`config.mk`:
```
export PLATFORM = sky130hd
export DESIGN_NAME = virtio_mmio_block_device_registers_unit_flat
export DESIGN_NICKNAME = d
export VERILOG_FILES = /design/src/design/vmbd_pkg.sv /design/src/design/vmbd_if.sv /design/src/design/vmbd_decode.sv /design/src/design/vmbd_regs.sv /design/src/design/virtio_mmio_block_device_registers_unit.sv /design/src/flat_wrapper.sv
export SDC_FILE = /design/constraint.sdc
export NUM_CORES = 1
export LEC_CHECK = 0
export BUFFER_PORTS_ARGS = -buffer_cell sky130_fd_sc_hd__buf_2
export CAP_MARGIN = 40
export CORE_MARGIN = 2
export CORE_UTILIZATION = 40
export DETAILED_ROUTE_END_ITERATION = 16
export HOLD_SLACK_MARGIN = 0.12
export SYNTH_ARGS = -nofsm -noshare
export SYNTH_HDL_FRONTEND = slang
export SYNTH_HIERARCHICAL = 1
export SYNTH_SLANG_ARGS = --single-unit
```
`constraint.sdc`:
```
create_clock -name clk -period 4.5 [get_ports clk]
set_clock_uncertainty 0.15 [all_clocks]
set_input_delay 0.45 -clock clk [delete_from_list [all_inputs] [get_ports clk]]
set_output_delay 0.45 -clock clk [all_outputs]
set_load 0.02 [all_outputs]
```
`src/design/vmbd_pkg.sv`:
```
// vmbd_pkg.sv: shared types, register map and constants of the virtio-mmio register unit
`timescale 1ns / 1ps
package vmbd_pkg;

  // bus actions carried by an input item
  typedef enum logic [1:0] {
    ACT_READ  = 2'd0,
    ACT_WRITE = 2'd1,
    ACT_POLL  = 2'd2,
    ACT_NONE  = 2'd3
  } vmbd_action_t;

  // fault codes of a result item
  typedef enum logic [1:0] {
    FAULT_OK    = 2'd0,
    FAULT_LOAD  = 2'd1,
    FAULT_STORE = 2'd2
  } vmbd_fault_t;

  // access size code for a full word
  localparam logic [1:0] SIZE_WORD = 2'd2;

  // default geometry
  localparam int VMBD_CONFIG_BYTES = 8;
  localparam logic [31:0] VMBD_QUEUE_MAX = 32'd8;

  // start of the device config window
  localparam logic [11:0] CFG_BASE = 12'h100;

  // word register offsets
  localparam logic [11:0] REG_MAGIC        = 12'h000;
  localparam logic [11:0] REG_VERSION      = 12'h004;
  localparam logic [11:0] REG_DEVICE_ID    = 12'h008;
  localparam logic [11:0] REG_VENDOR_ID    = 12'h00c;
  localparam logic [11:0] REG_DEV_FEATURES = 12'h010;
  localparam logic [11:0] REG_DRV_FEATURES = 12'h020;
  localparam logic [11:0] REG_QUEUE_MAX    = 12'h034;
  localparam logic [11:0] REG_QUEUE_PFN    = 12'h040;
  localparam logic [11:0] REG_QUEUE_NOTIFY = 12'h050;
  localparam logic [11:0] REG_INT_STATUS   = 12'h060;
  localparam logic [11:0] REG_INT_ACK      = 12'h064;
  localparam logic [11:0] REG_STATUS       = 12'h070;

  // read-only identification values
  localparam logic [31:0] MAGIC_VALUE   = 32'h74726976;
  localparam logic [31:0] VERSION_VALUE = 32'h1;
  localparam logic [31:0] DEVICE_ID     = 32'h2;
  localparam logic [31:0] VENDOR_ID     = 32'h554d4551;

  // decoded view of the item held in the input register
  typedef struct packed {
    logic        rd;       // register read
    logic        wr;       // register write
    logic        poll;     // interrupt poll
    logic        word_ok;  // legal word access below the config window
    logic        cfg_ok;   // in-range access to the config window
    vmbd_fault_t fault;
    logic [11:0] off;
    logic [11:0] cfg_idx;
  } vmbd_dec_t;

endpackage

```
`src/design/vmbd_if.sv`:
```
// vmbd_if.sv: valid/ready channel interfaces for input and result items
`timescale 1ns / 1ps
interface vmbd_in_if;
  logic        valid;
  logic        ready;
  logic [1:0]  action;
  logic [11:0] offset;
  logic [1:0]  access_size;
  logic [31:0] write_data;

  modport source (output valid, action, offset, access_size, write_data, input ready);
  modport sink   (input valid, action, offset, access_size, write_data, output ready);
endinterface

interface vmbd_out_if;
  logic        valid;
  logic        ready;
  logic [31:0] read_data;
  logic [1:0]  fault;
  logic        irq_raised;

  modport source (output valid, read_data, fault, irq_raised, input ready);
  modport sink   (input valid, read_data, fault, irq_raised, output ready);
endinterface

```
`src/design/vmbd_decode.sv`:
```
// vmbd_decode.sv: address and access decode of one bus item
`timescale 1ns / 1ps
module vmbd_decode import vmbd_pkg::*; #(
  parameter int CONFIG_BYTES = VMBD_CONFIG_BYTES
) (
  input  logic [1:0]  action,
  input  logic [11:0] offset,
  input  logic [1:0]  access_size,
  output vmbd_dec_t   dec
);

  vmbd_action_t act;
  logic         access;
  logic         in_cfg;
  logic         cfg_in_range;
  logic [11:0]  idx;

  // window split and range check
  assign act          = vmbd_action_t'(action);
  assign access       = (act == ACT_READ) || (act == ACT_WRITE);
  assign in_cfg       = |offset[11:8];
  assign idx          = offset - CFG_BASE;
  assign cfg_in_range = idx < 12'(CONFIG_BYTES);

  always_comb begin
    dec         = '0;
    dec.rd      = (act == ACT_READ);
    dec.wr      = (act == ACT_WRITE);
    dec.poll    = (act == ACT_POLL);
    dec.off     = offset;
    dec.cfg_idx = idx;
    dec.fault   = FAULT_OK;
    // config window takes any size, registers only full words
    if (access) begin
      if (in_cfg) begin
        dec.cfg_ok = cfg_in_range;
      end else begin
        dec.word_ok = (access_size == SIZE_WORD);
      end
      if (!dec.cfg_ok && !dec.word_ok) begin
        dec.fault = dec.wr ? FAULT_STORE : FAULT_LOAD;
      end
    end
  end

endmodule

```
`src/design/vmbd_regs.sv`:
```
// vmbd_regs.sv: device registers, config byte memory and read data select
`timescale 1ns / 1ps
module vmbd_regs import vmbd_pkg::*; #(
  parameter int CONFIG_BYTES = VMBD_CONFIG_BYTES
) (
  input  logic        clk,
  input  logic        rst_n,
  input  logic        rd_req,      // item enters the input register
  input  logic [11:0] rd_offset,   // its offset, for the config read
  input  logic        en,          // item in the input register is processed
  input  vmbd_dec_t   dec,
  input  logic [31:0] write_data,
  output logic [31:0] read_data,
  output logic        irq_raised
);

  localparam int IDX_W     = (CONFIG_BYTES > 1) ? $clog2(CONFIG_BYTES) : 1;
  localparam int CFG_DEPTH = 1 << IDX_W;

  logic [31:0] drv_feat_r;
  logic [31:0] qpfn_r;
  logic [31:0] dev_status_r;
  logic        pend_r;
  logic [7:0]  int_status_r;

  logic [7:0]  cfg_mem [CFG_DEPTH];
  logic [CFG_DEPTH-1:0] cfg_vld_r;
  logic [7:0]  mem_q_r;
  logic        byp_r;
  logic [7:0]  byp_data_r;
  logic        vld_hit_r;
  logic        rst_one_r;

  logic [IDX_W-1:0] widx;
  logic [IDX_W-1:0] ridx;
  logic [11:0]      rd_idx_full;
  logic [7:0]       wbyte;
  logic             cfg_wr;
  logic             word_wr;
  logic             poll_hit;
  logic [7:0]       cfg_byte;
  logic [31:0]      word_rd;

  // byte lane of the write data picked by the low offset bits
  assign widx        = dec.cfg_idx[IDX_W-1:0];
  assign rd_idx_full = rd_offset - CFG_BASE;
  assign ridx        = rd_idx_full[IDX_W-1:0];
  assign wbyte       = write_data[{dec.off[1:0], 3'b000} +: 8];
  assign cfg_wr      = en && dec.wr && dec.cfg_ok;
  assign word_wr     = en && dec.wr && dec.word_ok;
  assign poll_hit    = en && dec.poll && pend_r;

  // config byte memory, read when the item enters the input register
  always_ff @(posedge clk) begin
    if (cfg_wr) begin
      cfg_mem[widx] <= wbyte;
    end
    if (rd_req) begin
      mem_q_r <= cfg_mem[ridx];
    end
  end

  // forward a write from the item ahead, and the reset value of unwritten bytes
  always_ff @(posedge clk) begin
    if (rd_req) begin
      byp_r      <= cfg_wr && (widx == ridx);
      byp_data_r <= wbyte;
      vld_hit_r  <= cfg_vld_r[ridx];
      rst_one_r  <= (CONFIG_BYTES > 2) && (rd_idx_full == 12'd2);
    end
  end

  // per-byte written flags
  always_ff @(posedge clk) begin
    if (!rst_n) begin
      cfg_vld_r <= '0;
    end else if (cfg_wr) begin
      cfg_vld_r[widx] <= 1'b1;
    end
  end

  assign cfg_byte = byp_r     ? byp_data_r :
                    vld_hit_r ? mem_q_r    : {7'd0, rst_one_r};

  // word register writes, notify capture and poll
  always_ff @(posedge clk) begin
    if (!rst_n) begin
      drv_feat_r   <= '0;
      qpfn_r       <= '0;
      dev_status_r <= '0;
      pend_r       <= 1'b0;
      int_status_r <= '0;
    end else begin
      if (word_wr) begin
        case (dec.off)
          REG_DRV_FEATURES: drv_feat_r   <= write_data;
          REG_QUEUE_PFN:    qpfn_r       <= write_data;
          REG_QUEUE_NOTIFY: pend_r       <= (write_data != '1);
          REG_INT_ACK:      int_status_r <= int_status_r & ~write_data[7:0];
          REG_STATUS:       dev_status_r <= write_data;
          default: ;
        endcase
      end
      if (poll_hit) begin
        int_status_r[0] <= 1'b1;
        pend_r          <= 1'b0;
      end
    end
  end

  // word register read select
  always_comb begin
    case (dec.off)
      REG_MAGIC:        word_rd = MAGIC_VALUE;
      REG_VERSION:      word_rd = VERSION_VALUE;
      REG_DEVICE_ID:    word_rd = DEVICE_ID;
      REG_VENDOR_ID:    word_rd = VENDOR_ID;
      REG_DEV_FEATURES: word_rd = '0;
      REG_DRV_FEATURES: word_rd = drv_feat_r;
      REG_QUEUE_MAX:    word_rd = VMBD_QUEUE_MAX;
      REG_QUEUE_PFN:    word_rd = qpfn_r;
      REG_INT_STATUS:   word_rd = {24'd0, int_status_r};
      REG_STATUS:       word_rd = dev_status_r;
      default:          word_rd = '0;
    endcase
  end

  assign read_data  = (dec.rd && dec.word_ok) ? word_rd :
                      (dec.rd && dec.cfg_ok)  ? {24'd0, cfg_byte} : '0;
  assign irq_raised = poll_hit;

  // a poll that finds a notify leaves it consumed and the interrupt bit set
  a_poll_consumes: assert property (@(posedge clk) disable iff (!rst_n)
    poll_hit |=> !pend_r && int_status_r[0])
    else $error("poll did not consume pending notify");

  // a notify with a real queue number is pending afterwards
  a_notify_pends: assert property (@(posedge clk) disable iff (!rst_n)
    word_wr && (dec.off == REG_QUEUE_NOTIFY) && (write_data != '1) |=> pend_r)
    else $error("notify write lost");

  // a faulting item changes no state
  a_fault_no_update: assert property (@(posedge clk) disable iff (!rst_n)
    en && (dec.fault != FAULT_OK) |=>
      $stable(int_status_r) && $stable(pend_r) && $stable(dev_status_r) &&
      $stable(cfg_vld_r))
    else $error("faulting item updated state");

endmodule

```
`src/design/virtio_mmio_block_device_registers_unit.sv`:
```
// Legacy virtio-mmio block device register unit: input register, decode, registers, result register.
// A result item passes from the input register to the result register and is held on out_ch until taken.
// Throughput: one item per cycle unless out_ch stalls; input and result registers form a two-stage pipeline.
// The config byte memory is read as an item enters the input register, with a forward path.
// Reset (synchronous, active low) clears the pipeline valid flags and the device registers; config byte two
// reads as one until written, tracked by a written flag per byte, so no clearing pass is needed.
`timescale 1ns / 1ps
module virtio_mmio_block_device_registers_unit import vmbd_pkg::*; #(
  parameter int CONFIG_BYTES = VMBD_CONFIG_BYTES
) (
  input  logic       clk,
  input  logic       rst_n,
  vmbd_in_if.sink    in_ch,
  vmbd_out_if.source out_ch
);

  logic        s1_valid_r;
  logic [1:0]  s1_action_r;
  logic [11:0] s1_offset_r;
  logic [1:0]  s1_size_r;
  logic [31:0] s1_wdata_r;

  logic        out_valid_r;
  logic [31:0] out_rdata_r;
  logic [1:0]  out_fault_r;
  logic        out_irq_r;

  logic        adv;
  logic        in_ready;
  logic        accept;
  logic        en;
  vmbd_dec_t   dec;
  logic [31:0] rdata;
  logic        irq;

  // pipeline flow control
  assign adv      = !out_valid_r || out_ch.ready;
  assign in_ready = !s1_valid_r || adv;
  assign accept   = in_ch.valid && in_ready;
  assign en       = s1_valid_r && adv;

  assign in_ch.ready = in_ready;

  // input register
  always_ff @(posedge clk) begin
    if (!rst_n) begin
      s1_valid_r <= 1'b0;
    end else if (in_ready) begin
      s1_valid_r <= in_ch.valid;
    end
  end

  always_ff @(posedge clk) begin
    if (accept) begin
      s1_action_r <= in_ch.action;
      s1_offset_r <= in_ch.offset;
      s1_size_r   <= in_ch.access_size;
      s1_wdata_r  <= in_ch.write_data;
    end
  end

  vmbd_decode #(
    .CONFIG_BYTES (CONFIG_BYTES)
  ) u_decode (
    .action      (s1_action_r),
    .offset      (s1_offset_r),
    .access_size (s1_size_r),
    .dec         (dec)
  );

  vmbd_regs #(
    .CONFIG_BYTES (CONFIG_BYTES)
  ) u_regs (
    .clk        (clk),
    .rst_n      (rst_n),
    .rd_req     (accept),
    .rd_offset  (in_ch.offset),
    .en         (en),
    .dec        (dec),
    .write_data (s1_wdata_r),
    .read_data  (rdata),
    .irq_raised (irq)
  );

  // result register
  always_ff @(posedge clk) begin
    if (!rst_n) begin
      out_valid_r <= 1'b0;
    end else if (adv) begin
      out_valid_r <= s1_valid_r;
    end
  end

  always_ff @(posedge clk) begin
    if (en) begin
      out_rdata_r <= rdata;
      out_fault_r <= dec.fault;
      out_irq_r   <= irq;
    end
  end

  assign out_ch.valid      = out_valid_r;
  assign out_ch.read_data  = out_rdata_r;
  assign out_ch.fault      = out_fault_r;
  assign out_ch.irq_raised = out_irq_r;

endmodule
```
`src/flat_wrapper.sv`:
```
// flat-port wrapper written by rule: the top's interface ports become plain ports
module virtio_mmio_block_device_registers_unit_flat import vmbd_pkg::*;
#(
  parameter int CONFIG_BYTES = VMBD_CONFIG_BYTES
)
  (clk, rst_n, in_ch_valid, in_ch_action, in_ch_offset, in_ch_access_size, in_ch_write_data, in_ch_ready, out_ch_valid, out_ch_read_data, out_ch_fault, out_ch_irq_raised, out_ch_ready);
  vmbd_in_if in_ch_i ();
  vmbd_out_if out_ch_i ();
  input  logic clk;
  input  logic rst_n;
  input wire logic [$bits(in_ch_i.valid)-1:0] in_ch_valid;
  input wire logic [$bits(in_ch_i.action)-1:0] in_ch_action;
  input wire logic [$bits(in_ch_i.offset)-1:0] in_ch_offset;
  input wire logic [$bits(in_ch_i.access_size)-1:0] in_ch_access_size;
  input wire logic [$bits(in_ch_i.write_data)-1:0] in_ch_write_data;
  output wire logic [$bits(in_ch_i.ready)-1:0] in_ch_ready;
  output wire logic [$bits(out_ch_i.valid)-1:0] out_ch_valid;
  output wire logic [$bits(out_ch_i.read_data)-1:0] out_ch_read_data;
  output wire logic [$bits(out_ch_i.fault)-1:0] out_ch_fault;
  output wire logic [$bits(out_ch_i.irq_raised)-1:0] out_ch_irq_raised;
  input wire logic [$bits(out_ch_i.ready)-1:0] out_ch_ready;
  assign in_ch_i.valid = in_ch_valid;
  assign in_ch_i.action = in_ch_action;
  assign in_ch_i.offset = in_ch_offset;
  assign in_ch_i.access_size = in_ch_access_size;
  assign in_ch_i.write_data = in_ch_write_data;
  assign in_ch_ready = in_ch_i.ready;
  assign out_ch_valid = out_ch_i.valid;
  assign out_ch_read_data = out_ch_i.read_data;
  assign out_ch_fault = out_ch_i.fault;
  assign out_ch_irq_raised = out_ch_i.irq_raised;
  assign out_ch_i.ready = out_ch_ready;
  virtio_mmio_block_device_registers_unit #(.CONFIG_BYTES(CONFIG_BYTES)) u_core (.clk(clk), .rst_n(rst_n), .in_ch(in_ch_i), .out_ch(out_ch_i));
endmodule
```
==> results_dict.tcl <==
set metrics [dict create \
    cts_tree "yes" \
    grt.total_usage 0.2178 \
    cts_max_level 1 \
    die_y_um 178.3 \
    detail_route.wl_per_cell_um 22.84 \
    grt_pass1_wl_um 52360 \
    reg2reg_from "u_core/s1_offset_r[6]" \
    num_rows 63 \
    post_cts_buffers 0 \
    slew_headroom 0.4084 \
    critPathCaptureType "flop" \
    r2r_setup_slack_ps 890 \
    ys.warnings.count 6 \
    place_inst 1403 \
    routed_via_density 5.890 \
    ant_nets 0 \
    start_util 0.4080 \
    status "complete, no violations" \
    drc 0 \
    hpwl_um 21330 \
    dpl_cell_area_um2 12850 \
    antenna_cells 0 \
    postSynthAreaPerCell_um2 12.18 \
    die_w_um 178.3 \
    fillers 2695 \
    reg2reg_depth 7 \
    cts_made_buffers 30 \
    drv_cap 0 \
    antenna_found_initial 0 \
    core-area_um2 29800 \
    cts_hold_buf 47 \
    ir_drop_mv 0.3680 \
    maxSlewViolCount 0 \
    min_to "u_core/s1_offset_r[2]" \
    power_density_nw_per_um2 390.4 \
    rr_endpoint "u_core/u_regs/cfg_mem[4][5]" \
    worstSetupPathType "reg2reg" \
    min_from "in_ch_offset[2]" \
    drt-total-wl_um 34400 \
    first_global_vias 8653 \
    tns_ps 0 \
    drt_first_pass_iters 6 \
    syn_area_um2 12160 \
    multi_input_area_um2 4370 \
    cts_resized 0 \
    port_buffers 88 \
    drive_gt1_frac 0.1846 \
    cts.sinks 281 \
    hold_path_depth 1 \
    leakage_nw 4.769 \
    syn_to_final_growth_pct 17.35 \
    finalHoldViolations 0 \
    syn_nets 1054 \
    ioPinCount 89 \
    overflow 0 \
    drt_iter0_drc 1130 \
    critical_path_required_ps 4540 \
    grt_max_degree 67 \
    crit_path_max_fanout 23 \
    cts_buffer_depth 3 \
    vias 8871 \
    timing.fmax_mhz 277.4 \
    final_cells 1506 \
    setup_viol 0 \
    cp-start-kind "flop" \
    hp-class "in2reg" \
    gp_congestion 0.8743 \
    tightest_slew_ps 887.4 \
    path_clk_slew_ps 60 \
    root_buffer "clkbuf_16" \
    worst_ep_arrival_time_ps 3650 \
    layout.area.seq_um2 7287 \
    post-route-period-util 0.8012 \
    clk_latency_ps 560 \
    fin_area_um2 14270 \
    fin_nets 1148 \
    rsz0062_at_grt "false" \
    fin_crit_ps 3605 \
    syn_inst 998 \
    die_area_um2 31810 \
]
-- sequential cells by signal (all words and copies together), names as in the netlist, 2 cells and up --
register and count:
u_core/s1_wdata_r 32, u_core/s1_action_r 2, u_core/u_regs/dev_status_r 32, u_core/u_regs/qpfn_r 32
u_core/u_regs/int_status_r 8, u_core/s1_size_r 2, u_core/u_regs/mem_q_r 8, u_core/s1_offset_r 12
u_core/u_regs/drv_feat_r 32, u_core/u_regs/cfg_mem 64, u_core/out_ch.fault 2, u_core/u_regs/cfg_vld_r 8
u_core/out_ch.read_data 32, u_core/u_regs/byp_data_r 8
-- cells in the final DEF, fill, tap and decap left out, types with 7 or more instances in the layout --
cell             n
edfxtp_1       166
dfxtp_1        115
o21ai_0        108
nand3_1        103
buf_2           88
a21boi_0        51
a21boi_1        48
dlygate4sd3_1   47
clkbuf_16       30
buf_4           29
a21oi_1         27
nor2_1          25
nand2_1         20
mux4_2          19
a22oi_1         17
nor3_1          14
nand4_1         14
nor2b_1         13
o22ai_1         11
mux2_2          10
clkinv_1         9
clkbuf_1         9
o21a_1           9
and3_1           9
mux2i_1          8
mux4_1           7
a32oi_1          7
a222oi_1         7
-- routing by layer --
metal,wire [um],up-vias,track usage
met4,993,0,0.07351
li1,-,4014,-
met5,0,-,0
met3,3030,62,0.04241
met1,14370,4356,0.3020
met2,16000,439,0.3428
-- worst max path at each step --
stage | startpoint | end | depth (start not counted)
2_1_floorplan | u_core/out_ch.valid | u_core/u_regs/cfg_mem[0][0] | 5
3_3_place_gp | u_core/s1_offset_r[6] | u_core/u_regs/cfg_mem[2][4] | 7
3_5_place_dp | u_core/s1_offset_r[6] | u_core/u_regs/cfg_mem[6][0] | 7
4_1_cts | u_core/s1_offset_r[6] | u_core/u_regs/cfg_mem[2][1] | 7
5_1_grt | u_core/s1_offset_r[6] | u_core/u_regs/cfg_mem[4][5] | 7
6_report | u_core/s1_offset_r[6] | u_core/u_regs/cfg_mem[4][5] | 7
-- layout make-up --
cell class	instances	area share
tap	390	0.03420
inverter	6	0.001579
timing repair buffer	165	0.08051
sequential	281	0.5107
clock buffer	39	0.05499
clock inverter	17	0.01166
multi-input combinational	608	0.3063
-- report_power, final --
| part | total (W) | switching (W) | internal (W) |
|---|---|---|---|
| Sequential | 0.00286 | 0.0000734 | 0.00279 |
| Clock | 0.00240 | 0.00101 | 0.00140 |
| Combinational | 0.000302 | 0.000176 | 0.000126 |
-- metrics by stage --
step	power, W	util	setup slack, ps	hold slack, ps
6_report	0.005571	0.4788	894.5	160.7
5_1_grt	0.005747	0.4788	740.7	149.0
4_1_cts	0.005602	0.4788	931.8	128.9
3_5_place_dp	0.003185	0.4311	948.4	271.0
3_3_place_gp	0.003179	0.4305	1002	268.7
2_1_floorplan	0.003056	-	417.2	261.3
-- critical path, stage by stage, from the launching register on --
cell,delay (ps)
edfxtp_1,680
or4_1,600
o21ai_1,140
o2111a_2,220
nor2b_1,340
nand3_1,150
or2_2,350
nor2_1,600
Power figures use the tool's default switching activity.
